==> config.mk <==
export PLATFORM = sky130hd
export DESIGN_NAME = block_bitmap_allocator
export DESIGN_NICKNAME = d
export VERILOG_FILES = /design/src/rtl/bba_pkg.sv /design/src/rtl/block_bitmap_allocator.sv
export SDC_FILE = /design/constraint.sdc
export NUM_CORES = 2
export LEC_CHECK = 0
export BUFFER_PORTS_ARGS = -buffer_cell sky130_fd_sc_hd__buf_2
export CORE_ASPECT_RATIO = 1.5
export CORE_MARGIN = 2
export CORE_UTILIZATION = 51
export DETAILED_ROUTE_END_ITERATION = 7
export PLACE_DENSITY_LB_ADDON = 0.3
export SLEW_MARGIN = 25
export SYNTH_ARGS = -nofsm -noshare
export SYNTH_HDL_FRONTEND = slang
export SYNTH_SLANG_ARGS = --single-unit
==> constraint.sdc <==
create_clock -name clk -period 5.9 [get_ports clk]
set_input_delay 1.475 -clock clk [delete_from_list [all_inputs] [get_ports clk]]
set_output_delay 1.475 -clock clk [all_outputs]
set_load 0.01 [all_outputs]
==> src/rtl/bba_pkg.sv <==
package bba_pkg;

  // bitmap word geometry
  localparam int WORD_W = 32;
  localparam int OFF_W  = 5;

  // field widths
  localparam int BLK_W   = 11;
  localparam int START_W = 10;
  localparam int COUNT_W = 11;
  localparam int KIND_W  = 2;

  // stream widths
  localparam int IN_TDATA_W  = 16;
  localparam int IN_TUSER_W  = 2;
  localparam int OUT_TDATA_W = 32;

  // configuration port
  localparam int CFG_IDX_W  = 1;
  localparam int CFG_DATA_W = 11;
  localparam logic [CFG_IDX_W-1:0] REG_DATA_START = 1'd0;
  localparam logic [CFG_IDX_W-1:0] REG_DATA_COUNT = 1'd1;

  // item kinds
  localparam logic [KIND_W-1:0] KIND_QUERY = 2'd0;
  localparam logic [KIND_W-1:0] KIND_USE   = 2'd1;
  localparam logic [KIND_W-1:0] KIND_FREE  = 2'd2;

  // result status
  localparam logic STATUS_OK    = 1'b0;
  localparam logic STATUS_RANGE = 1'b1;

  typedef logic [WORD_W-1:0] word_t;

  // result word, last field in the lowest bits
  typedef struct packed {
    logic [BLK_W-1:0]   first_free;
    logic               free_found;
    logic [COUNT_W-1:0] free_count;
    logic               bit_changed;
    logic               status;
  } result_t;

  localparam int OUT_PAD_W = OUT_TDATA_W - $bits(result_t);

  // lowest set bit of a word: {any, index}
  function automatic logic [OFF_W:0] lowest_one(input word_t v);
    logic [OFF_W:0] res;
    res = '0;
    for (int i = WORD_W - 1; i >= 0; i--) begin
      if (v[i]) begin
        res = {1'b1, OFF_W'(i)};
      end
    end
    return res;
  endfunction

endpackage

==> src/rtl/block_bitmap_allocator.sv <==
// Bitmap free-block allocator. One used/free bit per data block lives in a
// word-wide bitmap RAM (32 blocks per word); a second RAM keeps one "word is
// full" bit per bitmap word, so the lowest free block is found by scanning
// summary words, then reading one bitmap word. After reset a clearing pass
// zeroes both RAMs and holds s_axis_tready low; configuration writes are
// taken at any time but must only be issued while the block is idle. Each
// item is accepted in the idle state, then passes through a read-modify-write
// of the marked bit (in-range marks only), a summary update (only when the
// mark flips the bit), a scan of the summary words (1 at the default size,
// up to ceil(NUM_BLOCKS/1024) in general, none for an empty region), a read
// of one bitmap word (when a word with a free block is found) and the load
// of its result word. s_axis_tready is low from acceptance until the result
// is loaded, so the block does not take a new item before it is through
// with the last; the single read port of each RAM is shared in turn by the
// read-modify-write of the mark and the scan. The result sits in an output
// register, so a finished result may wait on m_axis_tready while the next
// item is accepted.
module block_bitmap_allocator #(
  parameter int NUM_BLOCKS = 1024
) (
  input  logic                            clk,
  input  logic                            rst,
  input  logic                            s_axis_tvalid,
  output logic                            s_axis_tready,
  // block_number [10:0]
  input  logic [bba_pkg::IN_TDATA_W-1:0]  s_axis_tdata,
  // kind [1:0]
  input  logic [bba_pkg::IN_TUSER_W-1:0]  s_axis_tuser,
  output logic                            m_axis_tvalid,
  input  logic                            m_axis_tready,
  // status [0], bit_changed [1], free_count [12:2], free_found [13],
  // first_free [24:14]
  output logic [bba_pkg::OUT_TDATA_W-1:0] m_axis_tdata,
  input  logic                            cfg_valid,
  output logic                            cfg_ready,
  input  logic [bba_pkg::CFG_IDX_W-1:0]   cfg_index,
  input  logic [bba_pkg::CFG_DATA_W-1:0]  cfg_data
);

  localparam int WORD_W  = bba_pkg::WORD_W;
  localparam int OFF_W   = bba_pkg::OFF_W;
  localparam int CNT_W   = $clog2(NUM_BLOCKS + 1);
  localparam int EXT_W   = (CNT_W > bba_pkg::COUNT_W) ? CNT_W : bba_pkg::COUNT_W;
  localparam int NUM_WORDS = (NUM_BLOCKS + WORD_W - 1) / WORD_W;
  localparam int NUM_SUM   = (NUM_WORDS + WORD_W - 1) / WORD_W;
  localparam int WADDR_W = (NUM_WORDS > 1) ? $clog2(NUM_WORDS) : 1;
  localparam int SADDR_W = (NUM_SUM > 1) ? $clog2(NUM_SUM) : 1;
  // linear block index = {summary address, word in summary, bit in word}
  localparam int WSEL_W  = SADDR_W + OFF_W;
  localparam int LIN_W   = WSEL_W + OFF_W;

  localparam logic [2:0] ST_CLEAR  = 3'd0;
  localparam logic [2:0] ST_IDLE   = 3'd1;
  localparam logic [2:0] ST_MARK   = 3'd2;
  localparam logic [2:0] ST_SUMUPD = 3'd3;
  localparam logic [2:0] ST_SCAN0  = 3'd4;
  localparam logic [2:0] ST_SCAN   = 3'd5;
  localparam logic [2:0] ST_FINE   = 3'd6;
  localparam logic [2:0] ST_DONE   = 3'd7;

  // configuration registers
  logic [bba_pkg::START_W-1:0] region_base;
  logic [bba_pkg::COUNT_W-1:0] data_count;

  // control
  logic [2:0]         state;
  logic [WADDR_W-1:0] clr_cnt;
  logic [CNT_W-1:0]   used_count;

  // per-item working registers
  logic               status;
  logic               is_use;
  logic               changed;
  logic               full_new;
  logic               found;
  logic [LIN_W-1:0]   lin;
  logic [SADDR_W-1:0] scan_s;
  logic [WSEL_W-1:0]  cand_w;

  // output register
  logic               m_valid;
  bba_pkg::result_t   m_data;

  // bitmap RAM
  bba_pkg::word_t     dmem [NUM_WORDS];
  logic               d_we;
  logic [WADDR_W-1:0] d_waddr;
  logic [WADDR_W-1:0] d_raddr;
  bba_pkg::word_t     d_wdata;
  bba_pkg::word_t     d_rdata;

  // word-full summary RAM
  bba_pkg::word_t     smem [NUM_SUM];
  logic               s_we;
  logic [SADDR_W-1:0] s_waddr;
  logic [SADDR_W-1:0] s_raddr;
  bba_pkg::word_t     s_wdata;
  bba_pkg::word_t     s_rdata;

  // input decode
  logic [bba_pkg::KIND_W-1:0] kind;
  logic [EXT_W-1:0]   blk_ext;
  logic [EXT_W-1:0]   start_ext;
  logic [EXT_W-1:0]   off_ext;
  logic [EXT_W-1:0]   size_ext;
  logic [EXT_W-1:0]   last_ext;
  logic [LIN_W-1:0]   last_idx;
  logic [LIN_W-1:0]   in_lin;
  logic               in_range;
  logic               is_mark;
  logic               size_zero;
  logic               s_fire;
  logic               out_free;
  logic               clr_in_sum;

  // modify / search
  bba_pkg::word_t     mark_word;
  logic               mark_flip;
  bba_pkg::word_t     sum_word;
  bba_pkg::word_t     scan_avail;
  bba_pkg::word_t     fine_avail;
  logic [OFF_W:0]     scan_pick;
  logic [OFF_W:0]     fine_pick;
  logic               last_sum;
  logic               last_word;
  logic [WSEL_W-1:0]  cand_next;

  // result
  logic [EXT_W-1:0]   used_ext;
  logic [EXT_W-1:0]   free_ext;
  logic [EXT_W-1:0]   first_ext;

  assign cfg_ready     = 1'b1;
  assign s_axis_tready = (state == ST_IDLE);
  assign s_fire        = s_axis_tvalid && s_axis_tready;
  assign m_axis_tvalid = m_valid;
  assign m_axis_tdata  = {{bba_pkg::OUT_PAD_W{1'b0}}, m_data};
  assign out_free      = !m_valid || m_axis_tready;

  assign kind      = s_axis_tuser[bba_pkg::KIND_W-1:0];
  assign is_mark   = (kind == bba_pkg::KIND_USE) || (kind == bba_pkg::KIND_FREE);
  assign blk_ext   = EXT_W'(s_axis_tdata[bba_pkg::BLK_W-1:0]);
  assign start_ext = EXT_W'(region_base);
  assign off_ext   = blk_ext - start_ext;
  // region holds min(data_count, NUM_BLOCKS) blocks
  assign size_ext  = (EXT_W'(data_count) < EXT_W'(NUM_BLOCKS)) ?
                     EXT_W'(data_count) : EXT_W'(NUM_BLOCKS);
  assign size_zero = (size_ext == '0);
  assign last_ext  = size_ext - EXT_W'(1);
  assign last_idx  = last_ext[LIN_W-1:0];
  assign in_range  = (blk_ext >= start_ext) && (off_ext < size_ext);
  assign in_lin    = off_ext[LIN_W-1:0];
  assign clr_in_sum = ({1'b0, clr_cnt} < (WADDR_W + 1)'(NUM_SUM));

  // read-modify-write of the marked bit, summary bit update, and the search
  always_comb begin
    mark_word = d_rdata;
    mark_word[lin[OFF_W-1:0]] = is_use;
    mark_flip = (d_rdata[lin[OFF_W-1:0]] != is_use);

    sum_word = s_rdata;
    sum_word[lin[2*OFF_W-1:OFF_W]] = full_new;

    // words past the end of the region count as full
    last_sum = (scan_s == last_idx[LIN_W-1:2*OFF_W]);
    for (int j = 0; j < WORD_W; j++) begin
      scan_avail[j] = !s_rdata[j] &&
                      (!last_sum || (OFF_W'(j) <= last_idx[2*OFF_W-1:OFF_W]));
    end
    scan_pick = bba_pkg::lowest_one(scan_avail);
    cand_next = {scan_s, scan_pick[OFF_W-1:0]};

    // bits past the end of the region count as used
    last_word = (cand_w == last_idx[LIN_W-1:OFF_W]);
    for (int b = 0; b < WORD_W; b++) begin
      fine_avail[b] = !d_rdata[b] &&
                      (!last_word || (OFF_W'(b) <= last_idx[OFF_W-1:0]));
    end
    fine_pick = bba_pkg::lowest_one(fine_avail);

    used_ext  = EXT_W'(used_count);
    free_ext  = (size_ext > used_ext) ? (size_ext - used_ext) : '0;
    first_ext = start_ext + EXT_W'(lin);
  end

  // RAM port control
  always_comb begin
    d_we    = 1'b0;
    d_waddr = lin[OFF_W+WADDR_W-1:OFF_W];
    d_wdata = mark_word;
    d_raddr = lin[OFF_W+WADDR_W-1:OFF_W];
    s_we    = 1'b0;
    s_waddr = lin[LIN_W-1:2*OFF_W];
    s_wdata = sum_word;
    s_raddr = lin[LIN_W-1:2*OFF_W];
    unique case (state)
      ST_CLEAR: begin
        d_we    = 1'b1;
        d_waddr = clr_cnt;
        d_wdata = '0;
        s_we    = clr_in_sum;
        s_waddr = clr_cnt[SADDR_W-1:0];
        s_wdata = '0;
      end
      ST_IDLE: begin
        d_raddr = in_lin[OFF_W+WADDR_W-1:OFF_W];
      end
      ST_MARK: begin
        d_we = mark_flip;
      end
      ST_SUMUPD: begin
        s_we = 1'b1;
      end
      ST_SCAN0: begin
        s_raddr = '0;
      end
      ST_SCAN: begin
        // prefetch the next summary word; stop at the last one in the region
        s_raddr = last_sum ? scan_s : (scan_s + SADDR_W'(1));
        d_raddr = cand_next[WADDR_W-1:0];
      end
      default: begin
      end
    endcase
  end

  always_ff @(posedge clk) begin
    if (d_we) begin
      dmem[d_waddr] <= d_wdata;
    end
    d_rdata <= dmem[d_raddr];
  end

  always_ff @(posedge clk) begin
    if (s_we) begin
      smem[s_waddr] <= s_wdata;
    end
    s_rdata <= smem[s_raddr];
  end

  // configuration writes
  always_ff @(posedge clk) begin
    if (rst) begin
      region_base <= '0;
      data_count  <= bba_pkg::COUNT_W'(1024);
    end else if (cfg_valid) begin
      unique case (cfg_index)
        bba_pkg::REG_DATA_START: region_base <= cfg_data[bba_pkg::START_W-1:0];
        bba_pkg::REG_DATA_COUNT: data_count <= cfg_data;
      endcase
    end
  end

  // sequencer
  always_ff @(posedge clk) begin
    if (rst) begin
      state      <= ST_CLEAR;
      clr_cnt    <= '0;
      used_count <= '0;
      m_valid    <= 1'b0;
    end else begin
      // a word loaded in ST_DONE replaces the one leaving
      if (m_valid && m_axis_tready && (state != ST_DONE)) begin
        m_valid <= 1'b0;
      end
      unique case (state)
        ST_CLEAR: begin
          clr_cnt <= clr_cnt + WADDR_W'(1);
          if (clr_cnt == WADDR_W'(NUM_WORDS - 1)) begin
            state <= ST_IDLE;
          end
        end
        ST_IDLE: begin
          if (s_fire) begin
            status  <= (is_mark && !in_range) ? bba_pkg::STATUS_RANGE
                                              : bba_pkg::STATUS_OK;
            is_use  <= (kind == bba_pkg::KIND_USE);
            lin     <= in_lin;
            changed <= 1'b0;
            state   <= (is_mark && in_range) ? ST_MARK : ST_SCAN0;
          end
        end
        ST_MARK: begin
          changed  <= mark_flip;
          full_new <= &mark_word;
          if (mark_flip) begin
            if (is_use) begin
              used_count <= used_count + CNT_W'(1);
            end else if (used_count != '0) begin
              used_count <= used_count - CNT_W'(1);
            end
            state <= ST_SUMUPD;
          end else begin
            state <= ST_SCAN0;
          end
        end
        ST_SUMUPD: begin
          state <= ST_SCAN0;
        end
        ST_SCAN0: begin
          scan_s <= '0;
          if (size_zero) begin
            found <= 1'b0;
            state <= ST_DONE;
          end else begin
            state <= ST_SCAN;
          end
        end
        ST_SCAN: begin
          if (scan_pick[OFF_W]) begin
            cand_w <= cand_next;
            state  <= ST_FINE;
          end else if (last_sum) begin
            found <= 1'b0;
            state <= ST_DONE;
          end else begin
            scan_s <= scan_s + SADDR_W'(1);
          end
        end
        ST_FINE: begin
          found <= fine_pick[OFF_W];
          lin   <= {cand_w, fine_pick[OFF_W-1:0]};
          state <= ST_DONE;
        end
        ST_DONE: begin
          // hold until the output register frees up
          if (out_free) begin
            m_valid            <= 1'b1;
            m_data.status      <= status;
            m_data.bit_changed <= changed;
            m_data.free_count  <= free_ext[bba_pkg::COUNT_W-1:0];
            m_data.free_found  <= found;
            m_data.first_free  <= found ? first_ext[bba_pkg::BLK_W-1:0] : '0;
            state              <= ST_IDLE;
          end
        end
        default: begin
          state <= ST_IDLE;
        end
      endcase
    end
  end

endmodule

==> flow_results.org <==
** Logic synthesis
- In the post-synthesis netlist, the cell with the most instances is sky130_fd_sc_hd__edfxtp_1.
- The number of different library cells used by synthesis comes to 94.
- The biggest area contributor in the post-synthesis netlist is sky130_fd_sc_hd__edfxtp_1.
- The share of the Yosys chip area taken by registers is 0.641.
- After technology mapping, the gate count stands at 3980.
- Summed instance area of the synthesized netlist :: 0.0550 mm2
- Most instantiated flip-flop cell in the synthesis netlist :: sky130_fd_sc_hd__edfxtp_1
- The average instance in the mapped netlist occupies 13.8 um2.
- EDFF count, synth :: 1104
- For this run, asynchronously set or reset flops after synthesis account for 0.
- Most instantiated cells after synthesis :: sky130_fd_sc_hd__edfxtp_1, sky130_fd_sc_hd__nand2_1, sky130_fd_sc_hd__nor2_1
- In this run, synthesis produced a sequential element count of 1209.
- The Yosys step of the flow raised 0 warnings.
- The share of synthesized area in the top cell type comes to 0.603.
- By area the synthesized netlist is led by sky130_fd_sc_hd__edfxtp_1, sky130_fd_sc_hd__mux4_2, sky130_fd_sc_hd__dfxtp_1.

** Setup path
- Buffer and inverter count on the worst path :: 3
- Delay of the slowest cell on the worst path :: 0.65 ns
- Data on the critical path arrives at its endpoint at 6.28 ns.
- STA classifies the critical path startpoint as a flop.
- Largest delay share family, worst path :: simple AND/OR/NAND/NOR gates
- Among all stages on the critical path, the largest delay is contributed by sky130_fd_sc_hd__or4_1.
- STA classifies the critical path endpoint as a flop.
- Data required time at the worst endpoint :: 6.53 ns
- CP max FO :: 46
- Critical Path, Cell by Cell :: or4_1 > or3_1 > buf_4 > or4_1 > a22oi_2 > o22ai_1 > nor3b_2 > a211oi_2 > mux2i_1 > o21a_2 > buf_4 > o2111ai_1 > o2111ai_1 > nor4_1 > buf_4
- Most frequent cell on the critical path :: sky130_fd_sc_hd__buf_4
- Crit Path Category :: flop to flop

** Route
- 1st-pass router iterations :: 8
- Summing over every cut layer, the via total after detailed routing is 36900.
- Total DRC errors in the routed layout :: 0
- WL final :: 164 mm
- Detail Route Antenna Nets :: 0
- Detailed-route vias per instance :: 6.63
- After detailed routing, the average wire length per cell comes to 29.4 um.
- DRT iter0 DRCs :: 3861

** Pwr
- In this run the static leakage power is 0.0214 uW.
- The internal power of the cells totals 13500 uW.
- Pwr dens :: 276 mW/mm2
- Of the total power, registers draw 0.551.
- Of the total power, the clock network draws 0.413.
- P_sw :: 3670 uW
- Peak supply drop :: 0.000224 V
- Sw frac :: 0.214
- The share of total power dissipated in combinational logic is 0.037.

** Cells and area
- Compared with the post-synthesis result, the final layout area differs by 13.0%.
- Post-Route Utilization :: 0.581
- The finished cells cover 0.0622 mm2.
- Final nets :: 4157
- Of the cells placed in the final design, the portion with a size suffix greater than 1 is 0.164.
- The number of antenna diodes in the final layout is 0.

** Clock tree
- The clock reaches the later pin of the worst-skew pair after 0.74 ns.
- Root buf cell :: sky130_fd_sc_hd__clkbuf_16
- Count of buffers added by post-CTS timing repair for setup :: 0
- The number of clock buffers added by TritonCTS is 109.
- In this run, post-CTS repair resized a total of 0 instances.
- The clock passes through at most 3 buffers.
- H-tree depth :: 3
- For this design, the sink count on the clock tree is 1209.
- Clock-pin slew was measured on the worst setup and hold paths at 0.07 ns.
- TritonCTS built the clock tree.
- Hold repair after CTS inserted 0 buffers.

** STA
- Worst setup skew after layout :: 0.0364 ns
- Minimum setup slack in the final design :: 0.254 ns
- Counting I/O delays and the setup requirement, the final critical path takes 5.65 ns.
- Setup repair after global routing missed its margin :: false
- Final hold violation count :: 0
- Tcrit/Tclk final :: 0.957
- The worst pin sits at a relative slew slack of 0.293.
- Adding up every negative setup slack in the final design gives 0 ns.
- The final number of max-transition violations is 0.
- Timing-limited maximum frequency :: 177 MHz
- Slew at the pin with the worst max-slew slack :: 1.06 ns
- Setup violations remaining at the end of the flow were counted as 0.

** Status
- The run finished with clean final reports.

** Floorplan
- Width of the die :: 272 um
- The initial utilization of the core area, before any placement, comes to 0.514.
- The floorplan step defined a die boundary enclosing 0.111 mm2.
- In this run the vertical extent of the chip is 406 um.
- Count of boundary I/O pins :: 70
- The initialized floorplan defines 147 standard-cell rows.
- Total core area :: 0.107 mm2

** Place
- The HPWL after detailed placement is 102 mm.
- Summing all placed instances gives a cell area of 0.0586 mm2.
- Global placement routability congestion :: 0.990
- Worst-case setup slack after placement :: 0.182 ns
- Buffers added on ports :: 56

** Global route
- Pin count of the biggest net entering global routing :: 97
- Leftover overflow at the end of global routing :: 0
- In the global route stage, overall resource usage came out at 0.294.
- The first global-routing pass estimated 239 mm of wire.
- The initial antenna violation count was 0.
- Via count of the first global-routing pass :: 37400

** Job
- Number of maximum-capacitance constraint violations :: 0

** Min path
- Class of the worst hold path :: flop to flop
[layer usage]
layer	vias to the layer above	part of all wire	track usage
li1	16100	-	-
met1	18500	0.35	0.332
met2	1870	0.50	0.507
met3	485	0.067	0.0355
met4	0	0.088	0.233
met5	-	0	0
[cells in the final DEF, fill, tap and decap left out, types with 111 or more instances in the layout]
cell type | netlist | layout
sky130_fd_sc_hd__inv_1 | 167 | 167
sky130_fd_sc_hd__mux2i_1 | 178 | 178
sky130_fd_sc_hd__clkbuf_16 | 0 | 111
sky130_fd_sc_hd__nand2_1 | 216 | 215
sky130_fd_sc_hd__buf_4 | 21 | 184
sky130_fd_sc_hd__edfxtp_1 | 1104 | 1104
sky130_fd_sc_hd__a22oi_1 | 139 | 138
sky130_fd_sc_hd__o2111ai_1 | 130 | 130
sky130_fd_sc_hd__a21oi_1 | 178 | 147
sky130_fd_sc_hd__nor2_1 | 193 | 153
[worst paths after layout]
path	endpoint	slack, ns	startpoint	cells after the start
setup / recovery	d_rdata[2]$_DFF_P_	0.25	data_count[4]$_SDFFE_PP0P_	15
hold / removal	s_rdata[8]$_DFF_P_	0.32	smem[0][8]$_SDFFCE_PP0P_	0
setup reg to reg	d_rdata[2]$_DFF_P_	0.25	data_count[4]$_SDFFE_PP0P_	15
hold reg to reg	s_rdata[8]$_DFF_P_	0.32	smem[0][8]$_SDFFCE_PP0P_	0
[registers in the layout, indices dropped and copies added, names as in the netlist]
name,cells
state,3
is_use,1
data_count,11
smem,32
changed,1
s_rdata,32
found,1
clr_cnt,5
status,1
lin,11
m_axis_tvalid,1
used_count,11
cand_w,6
region_base,10
dmem,1024
d_rdata,32
full_new,1
scan_s,1
m_axis_tdata,25
[power groups by stage]
stage | Sequential [uW] | Clock, uW | Combinational [uW]
after global placement | 9630 | 0 | 606
after global routing | 9460 | 7460 | 673
after floorplan | 9600 | 0 | 383
after detailed placement | 9630 | 0 | 618
final | 9450 | 7090 | 628
after CTS | 9450 | 7170 | 621
[worst reg2reg max path: stages (launching register included)]
cell and delay (ns):
sky130_fd_sc_hd__dfxtp_1 0.35, sky130_fd_sc_hd__or4_1 0.65, sky130_fd_sc_hd__or3_1 0.58, sky130_fd_sc_hd__buf_4 0.26, sky130_fd_sc_hd__or4_1 0.45, sky130_fd_sc_hd__a22oi_2 0.33
sky130_fd_sc_hd__o22ai_1 0.16, sky130_fd_sc_hd__nor3b_2 0.47, sky130_fd_sc_hd__a211oi_2 0.16, sky130_fd_sc_hd__mux2i_1 0.31, sky130_fd_sc_hd__o21a_2 0.25, sky130_fd_sc_hd__buf_4 0.59
sky130_fd_sc_hd__o2111ai_1 0.29, sky130_fd_sc_hd__o2111ai_1 0.37, sky130_fd_sc_hd__nor4_1 0.13, sky130_fd_sc_hd__buf_4 0.18
[kinds of logic (layout without fill, tap and decap cells)]
group                      after synthesis  after routing  synth area share
other                                    2              8          0.000137
DFF                                   1209           1209             0.641
AOI/OAI and AO/OA                     1129           1129             0.152
and+or+nand+nor                        697            697            0.0595
xor gates and xnor gates                44             44           0.00701
adders and majority gates               60             60            0.0137
buffers and inverters                  486            660            0.0368
muxes                                  353            353            0.0898
[area by class of cell]
cell class | instances | area [um2]
Fill cell | 8304 | 44900
Sequential cell | 1209 | 35300
Multi-Input combinational cell | 2291 | 18300
Clock buffer | 136 | 2910
Timing Repair Buffer | 286 | 2590
Tap cell | 1415 | 1770
Inverter | 172 | 646
Clock inverter | 66 | 642
[stage by stage]
stage / cells / power, uW / hold WS (ns)
after floorplan: 3986 / 9980 / 0.323
after global placement: 5372 / 10200 / 0.324
after detailed placement: 5373 / 10300 / 0.327
after CTS: 5575 / 17200 / 0.326
after global routing: 5575 / 17600 / 0.334
final: 5575 / 17200 / 0.321
Note: power is estimated with default switching activity, not from simulation.
